## src/rtl/enir_pkg.sv

```systemverilog
package enir_pkg;

    // Nominal NEC timings in microseconds.
    localparam logic [13:0] HDR_MARK_US   = 14'd9000;
    localparam logic [13:0] HDR_SPACE_US  = 14'd4500;
    localparam logic [13:0] BIT_MARK_US   = 14'd560;
    localparam logic [13:0] ONE_SPACE_US  = 14'd1690;
    localparam logic [13:0] ZERO_SPACE_US = 14'd560;

    localparam int          PCT_SCALE     = 100;
    localparam logic [6:0]  TOL_RESET     = 7'd25;

    typedef struct packed {
        logic hdr_ok;
        logic bit_ok;
        logic bit_one;
    } pulse_class_t;

    typedef struct packed {
        logic        status;
        logic [15:0] address;
        logic [15:0] command;
        logic [15:0] command_two;
        logic [15:0] repeat_count;
    } result_t;

    localparam logic STATUS_GOOD = 1'b0;
    localparam logic STATUS_BAD  = 1'b1;

    // True when d lies within floor(n*(100-tol)/100) .. floor(n*(100+tol)/100).
    // Both bounds are tested by cross-multiplying, so no divider is needed:
    // d >= floor(x/100) holds exactly when 100*(d+1) > x, and
    // d <= floor(x/100) holds exactly when 100*d <= x.
    function automatic logic near_nominal(input logic [15:0] d,
                                          input logic [6:0]  tol,
                                          input logic [13:0] n);
        logic [23:0] d_scaled;
        logic [23:0] d_next_scaled;
        logic [7:0]  lo_pct;
        logic [7:0]  hi_pct;
        logic [23:0] lo_prod;
        logic [23:0] hi_prod;
        logic        lo_ok;
        logic        hi_ok;
        d_scaled      = 24'(d) * 24'(PCT_SCALE);
        d_next_scaled = d_scaled + 24'(PCT_SCALE);
        lo_pct        = 8'(PCT_SCALE) - 8'(tol);
        hi_pct        = 8'(PCT_SCALE) + 8'(tol);
        lo_prod       = 24'(lo_pct) * 24'(n);
        hi_prod       = 24'(hi_pct) * 24'(n);
        lo_ok         = (tol >= 7'(PCT_SCALE)) || (d_next_scaled > lo_prod);
        hi_ok         = (d_scaled <= hi_prod);
        return lo_ok && hi_ok;
    endfunction

endpackage

```

## src/rtl/enir_classify.sv

```systemverilog
module enir_classify (
    input  logic [15:0]            mark_us,
    input  logic [15:0]            space_us,
    input  logic [6:0]             tolerance_pct,
    output enir_pkg::pulse_class_t cls
);
    import enir_pkg::*;

    logic mark_ok;
    logic one_ok;
    logic zero_ok;

    assign mark_ok = near_nominal(mark_us, tolerance_pct, BIT_MARK_US);
    assign one_ok  = near_nominal(space_us, tolerance_pct, ONE_SPACE_US);
    assign zero_ok = near_nominal(space_us, tolerance_pct, ZERO_SPACE_US);

    always_comb begin
        cls.hdr_ok  = near_nominal(mark_us, tolerance_pct, HDR_MARK_US)
                   && near_nominal(space_us, tolerance_pct, HDR_SPACE_US);
        cls.bit_ok  = mark_ok && (one_ok || zero_ok);
        // The one pattern wins when both space windows overlap.
        cls.bit_one = one_ok;
    end

endmodule

```

## src/rtl/enir_frame.sv

```systemverilog
module enir_frame (
    input  logic                   aclk,
    input  logic                   aresetn,
    input  logic                   step,
    input  enir_pkg::pulse_class_t cls,
    output logic                   emit,
    output enir_pkg::result_t      result
);
    import enir_pkg::*;

    typedef enum logic [3:0] {
        PH_IDLE = 4'b0001,
        PH_ADDR = 4'b0010,
        PH_CMD  = 4'b0100,
        PH_REP  = 4'b1000
    } phase_t;

    localparam logic [4:0]  LAST_HALF_BIT = 5'd15;
    localparam logic [4:0]  LAST_BIT      = 5'd31;
    localparam logic [15:0] REPEAT_MAX    = 16'hFFFF;

    phase_t      phase_reg, phase_next;
    logic [4:0]  bit_index_reg, bit_index_next;
    logic [15:0] addr_reg, addr_next;
    logic [15:0] cmd_reg, cmd_next;
    logic [15:0] cmd_two_reg, cmd_two_next;
    logic [15:0] rep_cmd_reg, rep_cmd_next;
    logic [15:0] rep_cmd_two_reg, rep_cmd_two_next;
    logic [15:0] repeat_reg, repeat_next;
    logic        good;

    always_comb begin
        phase_next       = phase_reg;
        bit_index_next   = bit_index_reg;
        addr_next        = addr_reg;
        cmd_next         = cmd_reg;
        cmd_two_next     = cmd_two_reg;
        rep_cmd_next     = rep_cmd_reg;
        rep_cmd_two_next = rep_cmd_two_reg;
        repeat_next      = repeat_reg;
        emit             = 1'b0;
        good             = 1'b0;

        unique case (phase_reg)
            PH_IDLE: begin
                if (cls.hdr_ok) begin
                    phase_next       = PH_ADDR;
                    bit_index_next   = '0;
                    addr_next        = '0;
                    cmd_next         = '0;
                    cmd_two_next     = '0;
                    rep_cmd_next     = '0;
                    rep_cmd_two_next = '0;
                    repeat_next      = 16'd1;
                end
            end
            PH_ADDR: begin
                if (!cls.bit_ok) begin
                    emit = 1'b1;
                end else begin
                    addr_next[bit_index_reg[3:0]] = cls.bit_one;
                    if (bit_index_reg >= LAST_HALF_BIT) begin
                        phase_next     = PH_CMD;
                        bit_index_next = '0;
                    end else begin
                        bit_index_next = bit_index_reg + 5'd1;
                    end
                end
            end
            PH_CMD: begin
                if (!cls.bit_ok) begin
                    emit = 1'b1;
                end else begin
                    if (bit_index_reg[4]) begin
                        cmd_two_next[bit_index_reg[3:0]] = cls.bit_one;
                    end else begin
                        cmd_next[bit_index_reg[3:0]] = cls.bit_one;
                    end
                    if (bit_index_reg == LAST_BIT) begin
                        phase_next     = PH_REP;
                        bit_index_next = '0;
                    end else begin
                        bit_index_next = bit_index_reg + 5'd1;
                    end
                end
            end
            PH_REP: begin
                if (!cls.bit_ok) begin
                    // Only a clean end at a group boundary is a good frame.
                    emit = 1'b1;
                    good = (bit_index_reg == '0);
                end else begin
                    if (bit_index_reg[4]) begin
                        rep_cmd_two_next[bit_index_reg[3:0]] = cls.bit_one;
                    end else begin
                        rep_cmd_next[bit_index_reg[3:0]] = cls.bit_one;
                    end
                    if (bit_index_reg == LAST_BIT) begin
                        // Compare with the group just completed, last bit included.
                        if (rep_cmd_next != cmd_reg || rep_cmd_two_next != cmd_two_reg) begin
                            emit = 1'b1;
                        end else if (repeat_reg != REPEAT_MAX) begin
                            repeat_next = repeat_reg + 16'd1;
                        end
                        bit_index_next = '0;
                    end else begin
                        bit_index_next = bit_index_reg + 5'd1;
                    end
                end
            end
            default: begin
                phase_next     = PH_IDLE;
                bit_index_next = '0;
            end
        endcase

        if (emit) begin
            phase_next     = PH_IDLE;
            bit_index_next = '0;
        end

        result.status       = good ? STATUS_GOOD : STATUS_BAD;
        result.address      = good ? addr_reg    : '0;
        result.command      = good ? cmd_reg     : '0;
        result.command_two  = good ? cmd_two_reg : '0;
        result.repeat_count = good ? repeat_reg  : '0;
    end

    always_ff @(posedge aclk) begin
        if (!aresetn) begin
            phase_reg     <= PH_IDLE;
            bit_index_reg <= '0;
        end else if (step) begin
            phase_reg     <= phase_next;
            bit_index_reg <= bit_index_next;
        end
    end

    always_ff @(posedge aclk) begin
        if (step) begin
            addr_reg        <= addr_next;
            cmd_reg         <= cmd_next;
            cmd_two_reg     <= cmd_two_next;
            rep_cmd_reg     <= rep_cmd_next;
            rep_cmd_two_reg <= rep_cmd_two_next;
            repeat_reg      <= repeat_next;
        end
    end

endmodule

```

## src/rtl/ext_nec_ir_decoder.sv

```systemverilog
// Extended NEC infrared frame decoder.
//
// The slave channel carries one request per measured mark/space pair; the
// master channel returns one request per finished frame, either a good frame
// with its address, both command words and the repeat count, or a bad-frame
// flag with an all-zero payload. Pairs that do not end a frame give nothing.
//
// Each accepted pair sits in an input register until the output register
// can take a result; it is then classified against the nominal timings and
// updates the frame state, and any result lands in the output register,
// from which it is valid on the master side. A new pair can be accepted on
// every cycle while the master side keeps up.
//
// Write the tolerance register via cfg_we/cfg_wdata only while the block is idle,
// not checked by the block. Reset sets it to 25 percent. A synchronous low on
// aresetn returns the decoder to waiting for a header and empties both registers.
//
// When the master side stalls, a waiting result is held; the input register
// can still take one further pair, after which s_tready falls until the
// result has been taken.
module ext_nec_ir_decoder (
    input  logic        aclk,
    input  logic        aresetn,

    input  logic        cfg_we,
    input  logic [6:0]  cfg_wdata,      // tolerance_pct

    input  logic        s_tvalid,
    output logic        s_tready,
    input  logic [31:0] s_tdata,        // [15:0] mark_us, [31:16] space_us

    output logic        m_tvalid,
    input  logic        m_tready,
    output logic [63:0] m_tdata,        // [15:0] address, [31:16] command,
                                        // [47:32] command_two, [63:48] repeat_count
    output logic [0:0]  m_tuser         // [0] frame_status
);
    import enir_pkg::*;

    logic [6:0]   tol_reg;
    logic         in_valid_reg;
    logic [15:0]  in_mark_reg;
    logic [15:0]  in_space_reg;
    logic         out_valid_reg;
    result_t      out_res_reg;

    logic         out_free;
    logic         advance;
    logic         emit;
    pulse_class_t cls;
    result_t      result;

    // The stored pair is processed whenever the output register can take a
    // possible result in the same edge.
    assign out_free = !out_valid_reg || m_tready;
    assign advance  = in_valid_reg && out_free;
    assign s_tready = !in_valid_reg || advance;

    always_ff @(posedge aclk) begin
        if (!aresetn) begin
            tol_reg <= TOL_RESET;
        end else if (cfg_we) begin
            tol_reg <= cfg_wdata;
        end
    end

    always_ff @(posedge aclk) begin
        if (!aresetn) begin
            in_valid_reg <= 1'b0;
        end else if (s_tvalid && s_tready) begin
            in_valid_reg <= 1'b1;
        end else if (advance) begin
            in_valid_reg <= 1'b0;
        end
    end

    always_ff @(posedge aclk) begin
        if (s_tvalid && s_tready) begin
            in_mark_reg  <= s_tdata[15:0];
            in_space_reg <= s_tdata[31:16];
        end
    end

    enir_classify u_classify (
        .mark_us       (in_mark_reg),
        .space_us      (in_space_reg),
        .tolerance_pct (tol_reg),
        .cls           (cls)
    );

    enir_frame u_frame (
        .aclk    (aclk),
        .aresetn (aresetn),
        .step    (advance),
        .cls     (cls),
        .emit    (emit),
        .result  (result)
    );

    always_ff @(posedge aclk) begin
        if (!aresetn) begin
            out_valid_reg <= 1'b0;
        end else if (advance && emit) begin
            out_valid_reg <= 1'b1;
        end else if (m_tready) begin
            out_valid_reg <= 1'b0;
        end
    end

    always_ff @(posedge aclk) begin
        if (advance && emit) begin
            out_res_reg <= result;
        end
    end

    assign m_tvalid   = out_valid_reg;
    assign m_tdata    = {out_res_reg.repeat_count, out_res_reg.command_two,
                         out_res_reg.command, out_res_reg.address};
    assign m_tuser[0] = out_res_reg.status;

    // A bad frame never carries decoded words.
    a_bad_zero: assert property (@(posedge aclk) disable iff (!aresetn)
        (m_tvalid && m_tuser[0] == STATUS_BAD) |-> (m_tdata == '0))
        else $error("bad-frame result with non-zero payload");

    // A good frame always counts at least one command group.
    a_good_count: assert property (@(posedge aclk) disable iff (!aresetn)
        (m_tvalid && m_tuser[0] == STATUS_GOOD) |-> (m_tdata[63:48] != '0))
        else $error("good frame with zero repeat count");

    // An empty input register never holds off the sender.
    a_ready_empty: assert property (@(posedge aclk) disable iff (!aresetn)
        !in_valid_reg |-> s_tready)
        else $error("input stalled with empty input register");

    // A result produced by the frame logic is presented on the next cycle.
    a_emit_shown: assert property (@(posedge aclk) disable iff (!aresetn)
        (advance && emit) |=> m_tvalid)
        else $error("frame result lost");

endmodule
```

## config.mk

```make
export PLATFORM = sky130hd
export DESIGN_NAME = ext_nec_ir_decoder
export DESIGN_NICKNAME = d
export VERILOG_FILES = /design/src/rtl/enir_pkg.sv /design/src/rtl/enir_classify.sv /design/src/rtl/enir_frame.sv /design/src/rtl/ext_nec_ir_decoder.sv
export SDC_FILE = /design/constraint.sdc
export NUM_CORES = 1
export LEC_CHECK = 0
export BUFFER_PORTS_ARGS = -buffer_cell sky130_fd_sc_hd__buf_2
export CAP_MARGIN = 20
export CORE_MARGIN = 4
export CORE_UTILIZATION = 63
export CTS_CLUSTER_SIZE = 28
export DETAILED_ROUTE_END_ITERATION = 8
export GPL_TIMING_DRIVEN = 0
export PLACE_DENSITY = 0.79
export SLEW_MARGIN = 20
export SYNTH_ARGS = -nofsm -noshare
export SYNTH_HDL_FRONTEND = slang
export SYNTH_SLANG_ARGS = --single-unit
```

## constraint.sdc

```tcl
create_clock -name aclk -period 30.2 [get_ports aclk]
set_input_delay 3.02 -clock aclk [delete_from_list [all_inputs] [get_ports aclk]]
set_output_delay 3.02 -clock aclk [all_outputs]
set_load 0.02 [all_outputs]
```

After elaboration in Yosys (flattened, before gate mapping)
Index checks and enable logic that the tools add are counted.
Operators by class
  muxes and demuxes: 58
  multiply operators: 10
  add/sub/neg operators: 6
  reductions and logical operators: 37
  eq/ne operators: 24
  order comparisons: 14
Operator list (count)
  16-bit two-way mux: 19
  16-bit case mux with 2 select lines: 6
  16-bit bitwise mux: 5
  8-bit by 11-bit multiplier with 19-bit output, second input constant: 4
  23-bit by 7-bit adder with 24-bit output, second input constant: 2
  24-bit by 18-bit greater-than comparator with 1-bit output: 2
  23-bit by 18-bit less-or-equal comparator with 1-bit output: 2
  16-bit by 5-bit multiplier with 21-bit output, second input constant: 2
  8-bit by 10-bit multiplier with 18-bit output, second input constant: 2
  16-bit inequality test: 2
  5-bit two-way mux: 6
  8-bit by 6-bit multiplier with 14-bit output, second input constant: 2
  24-bit by 19-bit greater-than comparator with 1-bit output: 1
  24-bit by 21-bit greater-than comparator with 1-bit output: 1
  24-bit by 22-bit greater-than comparator with 1-bit output: 1
  4-bit two-way mux: 6
  23-bit by 19-bit less-or-equal comparator with 1-bit output: 1
  23-bit by 21-bit less-or-equal comparator with 1-bit output: 1
  23-bit by 22-bit less-or-equal comparator with 1-bit output: 1
  16-bit by 1-bit adder with 16-bit output, second input constant: 1
  16-bit inequality test, second input constant: 1
  4-bit case mux with 4 select lines: 1
  5-bit case mux with 3 select lines: 1
  7-bit AND reduction: 2
  28 further kinds: 77
Word-level totals
  logic and storage cells: 167
  output and inout port bits: 67
  register bits after elaboration: 211
  input port bits: 44

Longest topological paths before layout
  depth in word-level cells: 17
  depth in mapped cells: 41
  depth with buffers taken out: 38

By module
Synthesis repeated with hierarchy kept, for this count alone.
Second synthesis, totals
  cells, all modules: 2553
  area total of the unflattened synthesis: 24080.6 um2
By module, submodules not included
  enir_classify: sequential area each 0.0 um2, cells an instance 1695, area an instance 14012.2 um2, instances 1
  enir_frame: sequential area each 3062.9 um2, cells an instance 725, area an instance 6795.3 um2, instances 1
  ext_nec_ir_decoder: sequential area each 3093.0 um2, cells an instance 133, area an instance 3273.1 um2, instances 1

Worst setup path before layout
OpenSTA, ideal clock, no wires.
  kind: reg2reg
  from: register tol_reg[0]
  to: register out_res_reg (netlist bit m_tdata[0]), enable pin
  data arrival time: 12.034 ns
  data required time: 29.631 ns
  path buffers: 2
  setup slack: 17.597 ns
  period minus slack after synthesis: 12.603 ns
  library setup time: 0.569 ns
  stages on the path, launching flop included: 37
  path through: dfxtp_1 -> inv_1 -> a21oi_1 -> nor3_1 -> nand2b_1 -> nor2_1 -> ha_1 -> xor2_1 -> xnor2_1 -> ha_1 -> inv_1 -> fa_1 -> fa_1 -> inv_1 -> ha_1 -> a21oi_1 -> o21bai_1 -> a21oi_1 -> o21bai_1 -> a21oi_1 -> o21bai_1 -> a21oi_1 -> o21bai_1 -> a21oi_1 -> xnor2_1 -> ha_1 -> nor4_1 -> o211ai_1 -> o211a_1 -> nand3b_1 -> o31a_1 -> buf_2 -> o21bai_1 -> and2_1 -> buf_2 -> and2b_1 -> nor3_1
On the way
  cells in the longest elaborated chain, start to end: 16
  elaborated cells on any way between the ends: 38
  those cells by class: add/sub (2); mul (4); order compare (7); eq/ne (2); mux (13); reduce/logical (10)
RTL lines
  from (decl): RTL line ext_nec_ir_decoder.sv:40  | logic [6:0] tol_reg;
  from (signal assigned): RTL line ext_nec_ir_decoder.sv:63  | tol_reg <= cfg_wdata;
  7-bit by 7-bit subtractor with 8-bit output: RTL line enir_pkg.sv:47  | lo_pct = 8'(PCT_SCALE) - 8'(tol);
  8-bit by 10-bit multiplier with 18-bit output: RTL line enir_pkg.sv:49  | lo_prod = 24'(lo_pct) * 24'(n);
  24-bit by 19-bit greater-than comparator with 1-bit output: RTL line enir_pkg.sv:51  | lo_ok = (tol >= 7'(PCT_SCALE)) || (d_next_scaled > lo_prod);
  1-bit logical OR: RTL line enir_pkg.sv:51
  1-bit logical AND: RTL line enir_pkg.sv:53  | return lo_ok && hi_ok;
  16-bit bitwise mux (on tied branches): RTL line enir_frame.sv:96, enir_frame.sv:94
  16-bit two-way mux: RTL line enir_frame.sv:93  | if (bit_index_reg[4]) begin
  16-bit two-way mux: RTL line enir_frame.sv:88  | if (!cls.bit_ok) begin
  16-bit two-way mux: RTL line enir_frame.sv:44  | unique case (phase_reg)
  16-bit inequality test: RTL line enir_frame.sv:100  | if (rep_cmd_next != cmd_reg || rep_cmd_two_next != cmd_two_reg) begin
  1-bit logical OR: RTL line enir_frame.sv:100
  1-bit two-way mux: RTL line enir_frame.sv:100
  1-bit two-way mux: RTL line enir_frame.sv:98  | if (bit_index_reg == LAST_BIT) begin
  1-bit two-way mux: RTL line enir_frame.sv:88
  1-bit case mux with 2 select lines *: RTL line enir_frame.sv:44
  1-bit logical AND *: RTL line ext_nec_ir_decoder.sv:111  | if (advance && emit) begin
  to (signal assigned): RTL line ext_nec_ir_decoder.sv:112  | out_res_reg <= result;
  to (decl): RTL line ext_nec_ir_decoder.sv:45  | result_t out_res_reg;
Mark *: on every way between the ends. The rest lies on a longest branch, timed or not. The select of a mux whose other input is x is not followed.
A chain may end at the register's enable or synchronous reset.

Final worst setup path
  from: register tol_reg[1]
  to: register out_res_reg (netlist bit m_tdata[48]), enable pin
The elaborated chain is that of the path after synthesis.

==> out/results.ini <==
[route]
vias_per_cell=6.26
detail-route-antenna-nets=0
firstDrtPassIters=6
routed_wl_um=75400
drt_iter0_markers=1993
wl_per_cell_um=22.8
vias=20722
route.detailed.drc=0

[sta]
max_freq_mhz=86.8
max_slew.worst_pin.slew_ps=1100
rsz0062_at_grt=false
setup_tns_ps=0
finalClockSkew_ps=22.2
maxSlewViolCount=0
setup_viol=0
min_period_over_period=0.381
fin_crit_ps=11520
relSlewSlack=0.267
hold_viol=0
timing.final.ws_setup_ps=18680

[synthesis]
ys.flop_type=edfxtp_1
synth_nets=3233
ys_seq_area_frac=0.254
synth_edf_count=193
synth_top_family_by_area=adder cells
synth-xor-area-share=0.0584
synthMuxAreaShare=0.00845
synth_cell_types=89
synth.largest_area_cell=ha_1
yosysWarnings=0
syn_avg_cell_area_um2=9.23
synth_area_um2=24300
synth_fa_ha_area_frac=0.313
synthTopCellsByArea=ha_1 25%, edfxtp_1 24%, fa_1 6.6%, inv_1 5.6%, a21oi_1 4.0%
syn_inst=2630
synth_compound_area_frac=0.151
async_flop_share=0
ys_seq_elements=211
yosysTopAreaCellShare=0.247
synthSimpleGateAreaFrac=0.149

[placed_design]
hpwl_um=60800
pre_cts_slack_ps=18800
placement.io_buffers=109
place_congestion=1.01

[cts]
cts_sinks=211
cts_resized=0
postCtsSetupBuffers=0
cts_buffers=25
clkSlewWorstSetupHoldPaths_ps=60
insertion_delay_ps=580
cts_buffer_depth=3
cts_tree=built
root_buffer=clkbuf_16
htreeDepth=1
cts_hold_buffers=0

[floorplanning]
num_rows=71
dieArea_um2=41700
die_y_um=204
chipWidth_um=204
start_util=0.641
core-area_um2=37800
io_pins=111

[finish]
multiInputGateArea_um2=16600
n_fill_cell=3008
regArea_um2=6160
largest_register_ffs=64
fin_util=0.700
synthToLayoutAreaGrowth_pct=9.07
diodes=0
drive_gt1_frac=0.0790
nets=3383

[power]
peakVddDrop_v=0.0000967
p_clk_frac=0.124
power.density_nw_per_um2=91.1
switching_share=0.499
power.switching_mw=1.20
p_int_mw=1.21
seqPwrFrac=0.141
p_leak_nw=12.6
comb_power_share=0.735

[flow_run]
maxCapViolations=0

[hold_path]
hold_path.class=register to register
worstHoldStart=u_frame.phase_reg[1]

[global_routing]
grt_pass1_vias=21153
grt_overflow=0
grt_max_degree=33
track_usage=0.361
grt_pass1_wl_um=118000
antenna_found_initial=0

[worst_setup_path]
worst-path-max-fanout=12
path_class=register to register
required_ps=30470
critPathLaunchType=register
cp.buffers_inverters=10
cp.arrival_ps=11790
timing.rr.start=tol_reg[1]
worstSetupEndpointType=register
slowest_stage=nor2_1
path_delay_family=compound AO/OA/AOI/OAI gates
slowest_delay_ps=750
worstSetupStartpoint=tol_reg[1]

[run_status]
outcome=finished, final reports clean

layout by cell type (no fill, tap or decap), types with 11 or more instances in the layout:
master       n
ha_1       479
or3_1       14
xnor2_1    103
or2_2       11
nand2_1    159
o22ai_1     12
nor2b_1     41
o211ai_1    20
a21oi_1    194
mux2i_1     19
clkbuf_1    51
nand2b_1    34
nand4_1     46
nor4_1      16
edfxtp_1   193
nand3_1     58
nor3_1      20
nor2_1     132
a211oi_1    16
xor2_1      56
o21bai_1    25
o21ai_0     86
buf_2      122
a31oi_1     16
and2_1      66
o21a_1      32
a21o_1      59
fa_1        80
inv_1      360
and3_1      22
clkbuf_16   25
dfxtp_1     17
final cells by class:
cell class	instances	share of cell area
Buffer	64	0.00969
Multi-Input combinational cell	1993	0.626
Timing Repair Buffer	123	0.0263
Sequential cell	211	0.233
Tap cell	511	0.0241
Clock buffer	28	0.0241
Clock inverter	16	0.00548
Inverter	362	0.0513
worst min-delay path: cells and delay by family (launching register included):
kind	cells	cell delay, ps
flip-flops	1	370
multiplexers	1	60
AND/OR/NAND/NOR	1	80
stage by stage:
| step | cells | power, mW | hold slack [ps] | instance area [um2] |
|---|---|---|---|---|
| finish | 3308 | 2.41 | 560 | 26500 |
| global route | 3308 | 2.63 | 587 | 26500 |
| CTS | 3308 | 2.38 | 560 | 26500 |
| detailed placement | 3264 | 2.06 | 547 | 25700 |
| global placement | 3250 | 1.97 | 510 | 25500 |
| floorplan | 2630 | 1.59 | 484 | 24300 |
logic make-up after synthesis:
family	count (synthesis)
multiplexers	20
XOR/XNOR	162
flip-flops	211
AO/OA/AOI/OAI	566
buffers and inverters	426
AND/OR/NAND/NOR	685
adder cells (fa/ha/maj)	560
cell usage after synthesis (12+ instances only):
library cell  count
ha_1            479
inv_1           360
a21oi_1         194
edfxtp_1        193
nand2_1         159
nor2_1          134
xnor2_1         105
o21ai_0          86
fa_1             80
and2_1           67
a21o_1           59
nand3_1          58
xor2_1           57
clkbuf_1         48
nand4_1          46
nor2b_1          41
nand2b_1         34
o21a_1           32
o21bai_1         25
and3_1           22
nor3_1           22
o211ai_1         20
mux2i_1          19
a211oi_1         18
dfxtp_1          18
a31oi_1          16
nor4_1           16
or3_1            14
o22ai_1          12
final timing paths:
kind,endpoint,slack (ps),cells after the start
min,u_frame.phase_reg[1],560,2
max reg2reg,m_tdata[48],18680,43
min reg2reg,u_frame.phase_reg[1],560,2
max,m_tdata[48],18680,43
power groups by stage:
| stage | combinational, mW | clock, mW | sequential (mW) |
|---|---|---|---|
| after floorplan | 1.25 | 0 | 0.341 |
| after global placement | 1.63 | 0 | 0.347 |
| after detailed placement | 1.72 | 0 | 0.346 |
| after CTS | 1.74 | 0.299 | 0.340 |
| after global routing | 1.98 | 0.312 | 0.341 |
| final | 1.77 | 0.298 | 0.340 |
metal layers:
metal | vias to the layer above | GRT usage | wire length, um
met1 | 9837 | 0.460 | 30000
li1 | 9649 | - | -
met3 | 253 | 0.0586 | 6150
met4 | 0 | 0.177 | 4750
met2 | 983 | 0.597 | 34500
met5 | - | 0 | 0
(Power assumes the default switching activity.)
